--- src/hdl/nlt_pkg.sv ---
package nlt_pkg;

    localparam int NODE_BITS  = 12;
    localparam int NODE_COUNT = 1 << NODE_BITS;
    localparam int SLOT_BITS  = 3;
    localparam int MAX_LINKS  = 1 << SLOT_BITS;
    localparam int COORD_BITS = 24;
    localparam int DIST_BITS  = 25;
    localparam int FILL_BITS  = 4;
    localparam int SQ_BITS    = 2 * DIST_BITS;

    localparam logic [FILL_BITS-1:0] LINKS_KEPT_RESET = 4'd8;

    // register indexes
    localparam logic REG_LINKS_KEPT = 1'b0;

    // item functions
    localparam logic FUNC_OFFER = 1'b0;
    localparam logic FUNC_QUERY = 1'b1;

    // row actions
    localparam logic [1:0] ACT_NONE     = 2'd0;
    localparam logic [1:0] ACT_ADDED    = 2'd1;
    localparam logic [1:0] ACT_REPLACED = 2'd2;
    localparam logic [1:0] ACT_UPDATED  = 2'd3;

    typedef struct packed {
        logic                         func;
        logic [NODE_BITS-1:0]         node_a;
        logic [NODE_BITS-1:0]         node_b;
        logic signed [COORD_BITS-1:0] x_a;
        logic signed [COORD_BITS-1:0] y_a;
        logic signed [COORD_BITS-1:0] x_b;
        logic signed [COORD_BITS-1:0] y_b;
        logic                         weight_positive;
        logic [SLOT_BITS-1:0]         slot;
    } nlt_in_t;

    typedef struct packed {
        logic [DIST_BITS-1:0] distance;
        logic [1:0]           action_a;
        logic [1:0]           action_b;
        logic                 slot_valid;
        logic [NODE_BITS-1:0] neighbor;
        logic [FILL_BITS-1:0] row_count;
        logic [DIST_BITS-1:0] min_distance;
    } nlt_out_t;

    typedef struct packed {
        logic [NODE_BITS-1:0] nb;
        logic [DIST_BITS-1:0] link_dist;
    } nlt_link_t;

    typedef struct packed {
        logic [FILL_BITS-1:0] fill;
        logic [DIST_BITS-1:0] min_dist;
    } nlt_node_t;

    typedef struct packed {
        logic [FILL_BITS-1:0] links_kept;
    } nlt_cfg_t;

endpackage

--- src/hdl/nlt_apb_regs.sv ---
module nlt_apb_regs (
    input  logic                 clk,
    input  logic                 rst_n,
    input  logic                 psel,
    input  logic                 penable,
    input  logic                 pwrite,
    input  logic [2:0]           paddr,
    input  logic [31:0]          pwdata,
    output logic [31:0]          prdata,
    output logic                 pready,
    output nlt_pkg::nlt_cfg_t    cfg
);

    logic [nlt_pkg::FILL_BITS-1:0] links_kept_reg;

    always_ff @(posedge clk or negedge rst_n)
    begin
        if (!rst_n)
        begin
            links_kept_reg <= nlt_pkg::LINKS_KEPT_RESET;
        end
        else if (psel && penable && pwrite && (paddr[2] == nlt_pkg::REG_LINKS_KEPT))
        begin
            links_kept_reg <= pwdata[nlt_pkg::FILL_BITS-1:0];
        end
    end

    always_comb
    begin
        prdata = 32'd0;
        if (paddr[2] == nlt_pkg::REG_LINKS_KEPT)
        begin
            prdata = {{(32 - nlt_pkg::FILL_BITS){1'b0}}, links_kept_reg};
        end
    end

    assign pready         = 1'b1;
    assign cfg.links_kept = links_kept_reg;

endmodule

--- config.mk ---
export PLATFORM = sky130hd
export DESIGN_NAME = nlt_apb_regs
export DESIGN_NICKNAME = d
export VERILOG_FILES = /design/src/hdl/nlt_pkg.sv /design/src/hdl/nlt_apb_regs.sv
export SDC_FILE = /design/constraint.sdc
export NUM_CORES = 1
export LEC_CHECK = 0
export BUFFER_PORTS_ARGS = -buffer_cell sky130_fd_sc_hd__buf_2
export CORE_MARGIN = 4
export CORE_UTILIZATION = 26
export CTS_CLUSTER_SIZE = 20
export DETAILED_ROUTE_END_ITERATION = 10
export PLACE_DENSITY = 0.8
export SETUP_SLACK_MARGIN = 0.15
export SYNTH_ARGS = -nofsm -noshare
export SYNTH_HDL_FRONTEND = slang
export SYNTH_SLANG_ARGS = --single-unit
--- constraint.sdc ---
create_clock -name clk -period 0.9 [get_ports clk]
set_input_delay 0.045 -clock clk [delete_from_list [all_inputs] [get_ports clk]]
set_output_delay 0.045 -clock clk [all_outputs]
set_load 0.01 [all_outputs]
==> impl_results.md <==
- Status: finished with violations
- Violations in the final reports: negative setup slack
- CP Class: flip-flop to output pin
- Distinct cell type count of the synthesized netlist: 7
- Synthesized instance count: 44
- Worst path max stage delay: 0.51 ns
- Initial drt markers: 0
- Routed WL per cell: 10.6 um
- Antenna violations before repair: 0
- Port-buffer cells: 17
- Die extent in x: 48.7 um
- Top delay family on crit path: flip-flops
- Unrepaired setup endpoints after global routing: yes
- Final Skew: 0 ns
- IR drop worst, VDD: 0.410 mV
- Number of diodes added for antenna fixing: 0
- Total global routing overflow: 0
- Share of synthesized registers carrying an async set or reset: 1.00
- Post-route design area: 558 um2
- Vias post-DR: 277
- Number of global-route vias before repair: 286
- Root Buffer Master: clkbuf_4
- Final layout net count: 109
- Die Area: 2370 um2
- Combinational family with the most area after synthesis: buffers and inverters
- Final Worst Setup Slack: -0.130 ns
- Clock sink count: 4
- Maximum buffer depth of the clock tree: 2
- Synthesis warning total: 0
- Critical path buffer and inverter count: 1
- Primary FF master, synth: dfrtp_1
- Final-layout worst hold slack: 0.0459 ns
- Leakage: 0.336 nW
- Total power divided by cell area: 1710 nW/um2
- Share of layout cells above drive strength 1: 0.500
- CP Capture Type: output pin
- Worst-case setup slack after placement: 0.0629 ns
- Slew Viols, Final: 0
- Final count of hold timing violations: 0
- Proportion of synthesized area in mux cells: 0.105
- H-tree depth reported by CTS: 1
- DRT antenna net count: 0
- Crit path DAT: 0.98 ns
- Sequential-to-total area share from yosys stat: 0.235
- Detailed-route DRC error count: 0
- Max FFs per register: 4
- Count of TritonRoute iterations in the first routing pass: 1
- Total wirelength of the detailed-routed design: 893 um
- Top Ports: 77
- CP max-delay cell: dfstp_2
- Share of the clock period used by the worst path: 1.14
- Final core area utilization: 0.362
- Xor and xnor area share after synthesis: 0
- Data required time at the worst endpoint: 0.85 ns
- Fraction of the mapped netlist area in compound gates: 0
- First-pass GRT wire length: 1350 um
- Worst Setup Start Kind: flip-flop
- Number of enable-type register cells in the synthesized netlist: 0
- Dpl cell area: 430 um2
- Dominant cell by count in the synthesized netlist: buf_4
- Max Fclk: 971 MHz
- Maximum fanout along the worst path: 2
- Shortest period the worst path allows: 1.03 ns
- Detailed placement HPWL: 728 um
- Clock input transition at the sequential cells of the worst setup and hold paths: 0.04 ns
- Register bit count reported by yosys: 4
- Crit path cell chain: and2b_2, buf_6
- Total of max-cap violations: 0
- Die Ht: 48.7 um
- Synthesized-area fraction occupied by adder cells: 0
- Setup-violating endpoint count in the final report: 6
- CTS tree: yes
- Synthesized area per cell: 9.78 um2
- Top cell type's share of synthesized area: 0.506
- Post-synth design cell area: 430 um2
- Total clock buffers created by CTS: 3
- Simple logic cell fraction of the synthesized area: 0.137
- Core Rows: 14
- Core ar.: 1540 um2
- Clock latency reported for the late side of the worst-skew pair: 0.24 ns
- Largest cells by area after synthesis: buf_4, dfrtp_1, mux2_2
- Maximum number of pins on one net before global-route repair: 6
- Hold/Removal Path Class: input port to flip-flop
- Most frequent cells after synthesis: buf_4, and2b_2, mux2_2, dfrtp_1, conb_1
- Area delta synth->final: 29.7%
- Synth area leader: buf_4
- Routability congestion estimate: 0.645
- Global router's overall resource usage: 0.0800
- Avg Vias per Cell: 3.30
- Starting Density: 0.279
## worst register-to-register path: cells and delay by family (launching register included)
kind | cells | cell delay (ns)
buffers and inverters | 1 | 0.12
DFF | 1 | 0.39
muxes | 1 | 0.25
## where the power goes
part	switching (mW)	leakage (nW)	total, mW	internal (mW)
registers	0.0241	0.0465	0.252	0.228
logic	0.192	0.274	0.457	0.265
clock network	0.0798	0.0150	0.247	0.167
total	0.296	0.336	0.955	0.659
## stage by stage
stage               std cells  setup TNS, ns  power [mW]
global placement           75              0       0.519
detailed placement         75              0       0.531
floorplan                  71              0       0.515
CTS                        84         -0.528       0.962
finish                     84         -0.458       0.955
global route               84         -0.708        1.01
## kinds of logic after synthesis
logic type	count (synthesis)
other cells	2
flops	4
simple gates	5
mux	4
buf+inv	29
## final timing paths
check	slack, ns	cells after the start	to	start
setup / recovery	-0.13	2	prdata[3]	cfg[3]$_DFFE_PN1P_
hold / removal	0.05	2	cfg[0]$_DFFE_PN0P_	pwdata[0]
setup reg to reg	0.02	2	cfg[2]$_DFFE_PN0P_	cfg[2]$_DFFE_PN0P_
hold reg to reg	0.61	2	cfg[1]$_DFFE_PN0P_	cfg[1]$_DFFE_PN0P_
max in group asynchronous	0.55	2	cfg[3]$_DFFE_PN1P_	rst_n
min in group asynchronous	0.14	2	cfg[2]$_DFFE_PN0P_	rst_n
## cell usage in the layout, fill, tap and decap left out
| cell | instances |
|---|---|
| conb_1 | 29 |
| buf_6 | 11 |
| buf_2 | 9 |
| and2b_2 | 4 |
| mux2_4 | 3 |
| dfrtp_1 | 3 |
| clkbuf_4 | 3 |
| nand4b_4 | 1 |
| mux2_2 | 1 |
| dfstp_2 | 1 |
| clkbuf_1 | 1 |
| dlygate4sd3_1 | 1 |
| buf_4 | 1 |
## cell type report
type / instances / area [um2]
Fill cell: 162 / 983
Multi-Input combinational cell: 38 / 224
Timing Repair Buffer: 22 / 186
Sequential cell: 4 / 101
Clock buffer: 4 / 26.3
Tap cell: 16 / 20.0
## metal layers
metal,wire [um],global-route usage,share of wire,vias up
met5,0,0,0,-
met4,38,0.0807,0.043,0
met3,148,0.0491,0.17,4
met2,526,0.152,0.59,28
met1,179,0.0429,0.20,119
li1,-,-,-,126
## timing repair
item | CTS | global route
setup endpoints to repair | 11 | 12
pin swaps | 0 | 0
setup buffers | 4 | 0
hold buffers | 1 | 0
resized for setup | 11 | 0
endpoints found under the hold margin | 4 | 0
Note: power is estimated with default switching activity, not from simulation.
