### config.mk
export PLATFORM = sky130hd
export DESIGN_NAME = nlt_dist
export DESIGN_NICKNAME = d
export VERILOG_FILES = /design/src/hdl/nlt_pkg.sv /design/src/hdl/nlt_dist.sv
export SDC_FILE = /design/constraint.sdc
export NUM_CORES = 2
export LEC_CHECK = 0
export BUFFER_PORTS_ARGS = -buffer_cell sky130_fd_sc_hd__buf_2
export CORE_ASPECT_RATIO = 0.9
export CORE_MARGIN = 5
export CORE_UTILIZATION = 49
export CTS_BUF_LIST = sky130_fd_sc_hd__clkbuf_4 sky130_fd_sc_hd__clkbuf_8
export DETAILED_ROUTE_END_ITERATION = 6
export GPL_TIMING_DRIVEN = 0
export PLACE_DENSITY = 0.65
export RECOVER_POWER = 100
export REMOVE_ABC_BUFFERS = 1
export SLEW_MARGIN = 15
export SYNTH_ARGS = -nofsm -noshare
export SYNTH_HDL_FRONTEND = slang
export SYNTH_SLANG_ARGS = --single-unit
### constraint.sdc
create_clock -name clk -period 16.4 [get_ports clk]
set_input_delay 1.64 -clock clk [delete_from_list [all_inputs] [get_ports clk]]
set_output_delay 1.64 -clock clk [all_outputs]
set_load 0.005 [all_outputs]
### src/hdl/nlt_pkg.sv
package nlt_pkg;

    localparam int NODE_BITS  = 12;
    localparam int NODE_COUNT = 1 << NODE_BITS;
    localparam int SLOT_BITS  = 3;
    localparam int MAX_LINKS  = 1 << SLOT_BITS;
    localparam int COORD_BITS = 24;
    localparam int DIST_BITS  = 25;
    localparam int FILL_BITS  = 4;
    localparam int SQ_BITS    = 2 * DIST_BITS;

    localparam logic [FILL_BITS-1:0] LINKS_KEPT_RESET = 4'd8;

    // register indexes
    localparam logic REG_LINKS_KEPT = 1'b0;

    // item functions
    localparam logic FUNC_OFFER = 1'b0;
    localparam logic FUNC_QUERY = 1'b1;

    // row actions
    localparam logic [1:0] ACT_NONE     = 2'd0;
    localparam logic [1:0] ACT_ADDED    = 2'd1;
    localparam logic [1:0] ACT_REPLACED = 2'd2;
    localparam logic [1:0] ACT_UPDATED  = 2'd3;

    typedef struct packed {
        logic                         func;
        logic [NODE_BITS-1:0]         node_a;
        logic [NODE_BITS-1:0]         node_b;
        logic signed [COORD_BITS-1:0] x_a;
        logic signed [COORD_BITS-1:0] y_a;
        logic signed [COORD_BITS-1:0] x_b;
        logic signed [COORD_BITS-1:0] y_b;
        logic                         weight_positive;
        logic [SLOT_BITS-1:0]         slot;
    } nlt_in_t;

    typedef struct packed {
        logic [DIST_BITS-1:0] distance;
        logic [1:0]           action_a;
        logic [1:0]           action_b;
        logic                 slot_valid;
        logic [NODE_BITS-1:0] neighbor;
        logic [FILL_BITS-1:0] row_count;
        logic [DIST_BITS-1:0] min_distance;
    } nlt_out_t;

    typedef struct packed {
        logic [NODE_BITS-1:0] nb;
        logic [DIST_BITS-1:0] link_dist;
    } nlt_link_t;

    typedef struct packed {
        logic [FILL_BITS-1:0] fill;
        logic [DIST_BITS-1:0] min_dist;
    } nlt_node_t;

    typedef struct packed {
        logic [FILL_BITS-1:0] links_kept;
    } nlt_cfg_t;

endpackage

### src/hdl/nlt_dist.sv
module nlt_dist (
    input  logic                                 clk,
    input  logic                                 rst_n,
    input  logic                                 start,
    input  logic signed [nlt_pkg::COORD_BITS-1:0] x_a,
    input  logic signed [nlt_pkg::COORD_BITS-1:0] y_a,
    input  logic signed [nlt_pkg::COORD_BITS-1:0] x_b,
    input  logic signed [nlt_pkg::COORD_BITS-1:0] y_b,
    output logic                                 done,
    output logic [nlt_pkg::DIST_BITS-1:0]        root
);

    localparam int DB = nlt_pkg::DIST_BITS;
    localparam int SB = nlt_pkg::SQ_BITS;

    typedef enum logic [3:0] {
        D_IDLE = 4'b0001,
        D_SQ   = 4'b0010,
        D_SUM  = 4'b0100,
        D_ROOT = 4'b1000
    } dist_state_t;

    dist_state_t      state_reg;
    logic [DB-1:0]    dx_reg, dy_reg;
    logic [SB-1:0]    sqx_reg, sqy_reg;
    logic [SB-1:0]    v_reg, res_reg, bit_reg;
    logic             done_reg;
    logic [DB-1:0]    dist_reg;
    logic signed [DB-1:0] diff_x, diff_y;
    logic [SB-1:0]    trial;
    logic [SB-1:0]    v_next, res_next;

    assign diff_x = {x_a[nlt_pkg::COORD_BITS-1], x_a} - {x_b[nlt_pkg::COORD_BITS-1], x_b};
    assign diff_y = {y_a[nlt_pkg::COORD_BITS-1], y_a} - {y_b[nlt_pkg::COORD_BITS-1], y_b};

    // one result bit per cycle, two radicand bits
    always_comb
    begin
        trial = res_reg + bit_reg;
        if (v_reg >= trial)
        begin
            v_next   = v_reg - trial;
            res_next = (res_reg >> 1) + bit_reg;
        end
        else
        begin
            v_next   = v_reg;
            res_next = res_reg >> 1;
        end
    end

    always_ff @(posedge clk or negedge rst_n)
    begin
        if (!rst_n)
        begin
            state_reg <= D_IDLE;
            done_reg  <= 1'b0;
        end
        else
        begin
            done_reg <= 1'b0;
            unique case (state_reg)
                D_IDLE:
                begin
                    if (start)
                    begin
                        state_reg <= D_SQ;
                    end
                end
                D_SQ:
                begin
                    state_reg <= D_SUM;
                end
                D_SUM:
                begin
                    state_reg <= D_ROOT;
                end
                D_ROOT:
                begin
                    if (bit_reg == {{(SB-1){1'b0}}, 1'b1})
                    begin
                        state_reg <= D_IDLE;
                        done_reg  <= 1'b1;
                    end
                end
                default:
                begin
                    state_reg <= D_IDLE;
                end
            endcase
        end
    end

    always_ff @(posedge clk)
    begin
        if (state_reg == D_IDLE && start)
        begin
            dx_reg <= diff_x[DB-1] ? DB'(-diff_x) : DB'(diff_x);
            dy_reg <= diff_y[DB-1] ? DB'(-diff_y) : DB'(diff_y);
        end
        if (state_reg == D_SQ)
        begin
            sqx_reg <= dx_reg * dx_reg;
            sqy_reg <= dy_reg * dy_reg;
        end
        if (state_reg == D_SUM)
        begin
            v_reg   <= sqx_reg + sqy_reg;
            res_reg <= '0;
            bit_reg <= {2'b01, {(SB-2){1'b0}}};
        end
        if (state_reg == D_ROOT)
        begin
            v_reg    <= v_next;
            res_reg  <= res_next;
            bit_reg  <= bit_reg >> 2;
            dist_reg <= res_next[DB-1:0];
        end
    end

    assign done = done_reg;
    assign root = dist_reg;

endmodule

==> impl_metrics.toml <==
[detailed_routing]
dr.pass1.iters = 5
via_per_inst = 5.303
vias = 42630
dr.first_iter.drc_count = 2614
drc = 0
post_drt_wl_per_cell_um = 17.34
wl_um = 139400
antenna_left = 0

[min_path]
hold_depth = 1
hold_path.class = "reg -> reg"
whs_endpoint = "state_reg[2]$_DFFE_PN0P_"
min_from = "state_reg[3]$_DFFE_PN0P_"

[floorplan]
ios = 125
dieWidth_um = 374.7
dieArea_um2 = 126700
die_h_um = 338.2
core_area_um2 = 118900
initial_core_util_pct = 49.33
num_rows = 120

[sta]
relSlewSlack_pct = -68.16
finalSetupViolCount = 0
finalMaxSlewViolations = 236
hold_violations = 0
finalSetupTns_ns = 0
fin_crit_ns = 9.314
rsz0062_at_grt = "no"
tightest_slew_ns = 2.522
fin_crit_sh_pct = 56.79
worst_clock_skew_ns = 0.04664
fmaxAchievable_ghz = 0.1074
worst_slack_ns = 7.086

[layout]
layout.cells.most_common = "inv_1"
layout.nets = 8021
syn_to_final_growth_pct = 5.855
drive_gt1_share_pct = 4.417
post-route-util_pct = 52.21
fin_area_um2 = 62090
mostFrequentLayoutCells = "inv_1, fa_1, ha_1"

[setup_path]
critPathBufInv = 5
r2r_cells = 24
worst-setup-path-type = "reg -> reg"
cp_common_cell = "fa_1"
crit_path_end_kind = "flip-flop"
rr_startpoint = "dx_reg[8]$_DFFE_PP_"
reg2reg_setup_slack_ns = 7.09
cp_max_fo = 21
cp_top_family = "adder cells"
cp.depth = 24
r2r_end = "sqx_reg[48]$_DFFE_PN_"
crit_arrival_ns = 9.73
required_ns = 16.82
cp_cell_sequence = "inv_1, nor2_1, inv_1, fa_1, inv_1, fa_1, fa_1, ha_1, inv_1, fa_1, inv_1, fa_1, fa_1, ha_1, and2_0, and3_1, nand4_1, o311ai_0, nand2_1, o31ai_1, a31oi_1, o211ai_1, mux2i_1, a2111oi_0"
start_kind = "flip-flop"
crit_slowest_cell = "edfxtp_1"
cp_slowest_stage_delay_ns = 1.15

[place]
dp_hpwl_um = 115100
placement.io_buffers = 124
pre_cts_ws_ns = 7.633
place_congestion = 0.8971
post_dp_cell_area_um2 = 61260

[synth]
synth_area_um2 = 58660
synth_ff_type = "edfxtp_1"
ys_warn_count = 0
synth_edf_count = 297
synth_cells = 6362
syn-mean-instance-area_um2 = 9.220
ys_ff_latch = 303
yosys.cell_types.count = 98
seq_area_frac_synth_pct = 15.45
async_flop_share_pct = 1.650

[grt]
antenna_found_initial = 2
grt_pass1_wl_um = 232200
grt_use_total_pct = 22.33
grt_overflow = 0
grt_max_degree = 53
grt_pass1_vias = 44720

[job]
cap_violations = 7

[clocking]
clockBufferDepth = 3
cts_made_buffers = 53
postCtsHoldBufs = 0
root_buffer = "clkbuf_8"
htree_num_levels = 2
cts.repair.resized = 0
cts_sinks = 303
cts_setup_buffers = 0
cts.reportedPaths.clkPinSlew_ns = 0.07
cts_tree = "done"
worstSkewPairLatency_ns = 0.70

[status]
violations = "max-capacitance violations, max-slew violations"
run_status = "complete, but fails checks"
[worst max path at each step]
stage,to,start
2_1_floorplan,sqx_reg[0]$_DFFE_PN_,state_reg[1]$_DFFE_PN0P_
3_3_place_gp,sqx_reg[0]$_DFFE_PN_,state_reg[1]$_DFFE_PN0P_
3_5_place_dp,sqy_reg[49]$_DFFE_PN_,dy_reg[11]$_DFFE_PP_
4_1_cts,sqy_reg[49]$_DFFE_PN_,dy_reg[11]$_DFFE_PP_
5_1_grt,sqx_reg[48]$_DFFE_PN_,dx_reg[8]$_DFFE_PP_
6_report,sqx_reg[48]$_DFFE_PN_,dx_reg[8]$_DFFE_PP_
[area by class of cell]
class	instances	area, um^2
Antenna cell	2	5.005
Clock buffer	58	767.0
Clock inverter	41	411.6
Fill cell	11020	56820
Inverter	1452	5451
Multi-Input combinational cell	4422	43240
Sequential cell	303	9065
Tap cell	1586	1984
Timing Repair Buffer	176	1165
[metal layers]
| metal | vias up | global-route usage, % | routed length (um) |
|---|---|---|---|
| li1 | 20380 | - | - |
| met1 | 20920 | 32.30 | 64650 |
| met2 | 1157 | 35.91 | 63030 |
| met3 | 175 | 2.831 | 8071 |
| met4 | 0 | 5.503 | 3648 |
| met5 | - | 0 | 0 |
[cell usage after synthesis (6+ instances only)]
| master | count | area share (%) |
|---|---|---|
| a2111oi_0 | 6 | 0.090 |
| a211o_1 | 12 | 0.18 |
| a211oi_1 | 31 | 0.40 |
| a21boi_0 | 7 | 0.090 |
| a21o_1 | 147 | 1.9 |
| a21oi_1 | 293 | 2.5 |
| a221oi_1 | 8 | 0.12 |
| a31o_2 | 15 | 0.22 |
| a31oi_1 | 56 | 0.60 |
| a41oi_1 | 13 | 0.19 |
| and2_1 | 291 | 3.1 |
| and3_1 | 60 | 0.64 |
| and4_1 | 10 | 0.15 |
| buf_2 | 9 | 0.077 |
| clkbuf_1 | 169 | 1.1 |
| edfxtp_1 | 297 | 15 |
| fa_1 | 937 | 32 |
| ha_1 | 577 | 12 |
| inv_1 | 1452 | 9.3 |
| mux2i_1 | 11 | 0.19 |
| nand2_1 | 554 | 3.5 |
| nand2b_1 | 38 | 0.41 |
| nand3_1 | 54 | 0.46 |
| nand4_1 | 54 | 0.58 |
| nor2_1 | 302 | 1.9 |
| nor2b_1 | 56 | 0.60 |
| nor3_1 | 59 | 0.50 |
| nor3b_1 | 8 | 0.10 |
| nor4_1 | 12 | 0.13 |
| o2111ai_1 | 7 | 0.10 |
| o211ai_1 | 13 | 0.17 |
| o21a_1 | 34 | 0.44 |
| o21ai_0 | 145 | 1.2 |
| o21ai_1 | 26 | 0.22 |
| o21bai_1 | 47 | 0.60 |
| o31ai_1 | 24 | 0.31 |
| or2_2 | 15 | 0.16 |
| or3_1 | 19 | 0.20 |
| xnor2_1 | 203 | 3.0 |
| xor2_1 | 154 | 2.3 |
[through the flow]
stage,hold WS (ns),cells
floorplan,0.4829,6177
global placement,0.5248,7887
detailed placement,0.5801,7928
CTS,0.5654,8027
global route,0.5741,8039
finish,0.5661,8040
[logic make-up after synthesis]
group | share of synthesized area [%]
AO/OA/AOI/OAI | 11.11
XOR/XNOR | 5.358
adder cells (fa/ha/maj) | 44.29
buffers and inverters | 10.51
flip-flops | 15.45
multiplexers | 0.2453
AND/OR/NAND/NOR | 13.03
Power is left out: the tool's default activity adds up to more than one toggle a clock period on the data nets, which glitch-free logic cannot reach.
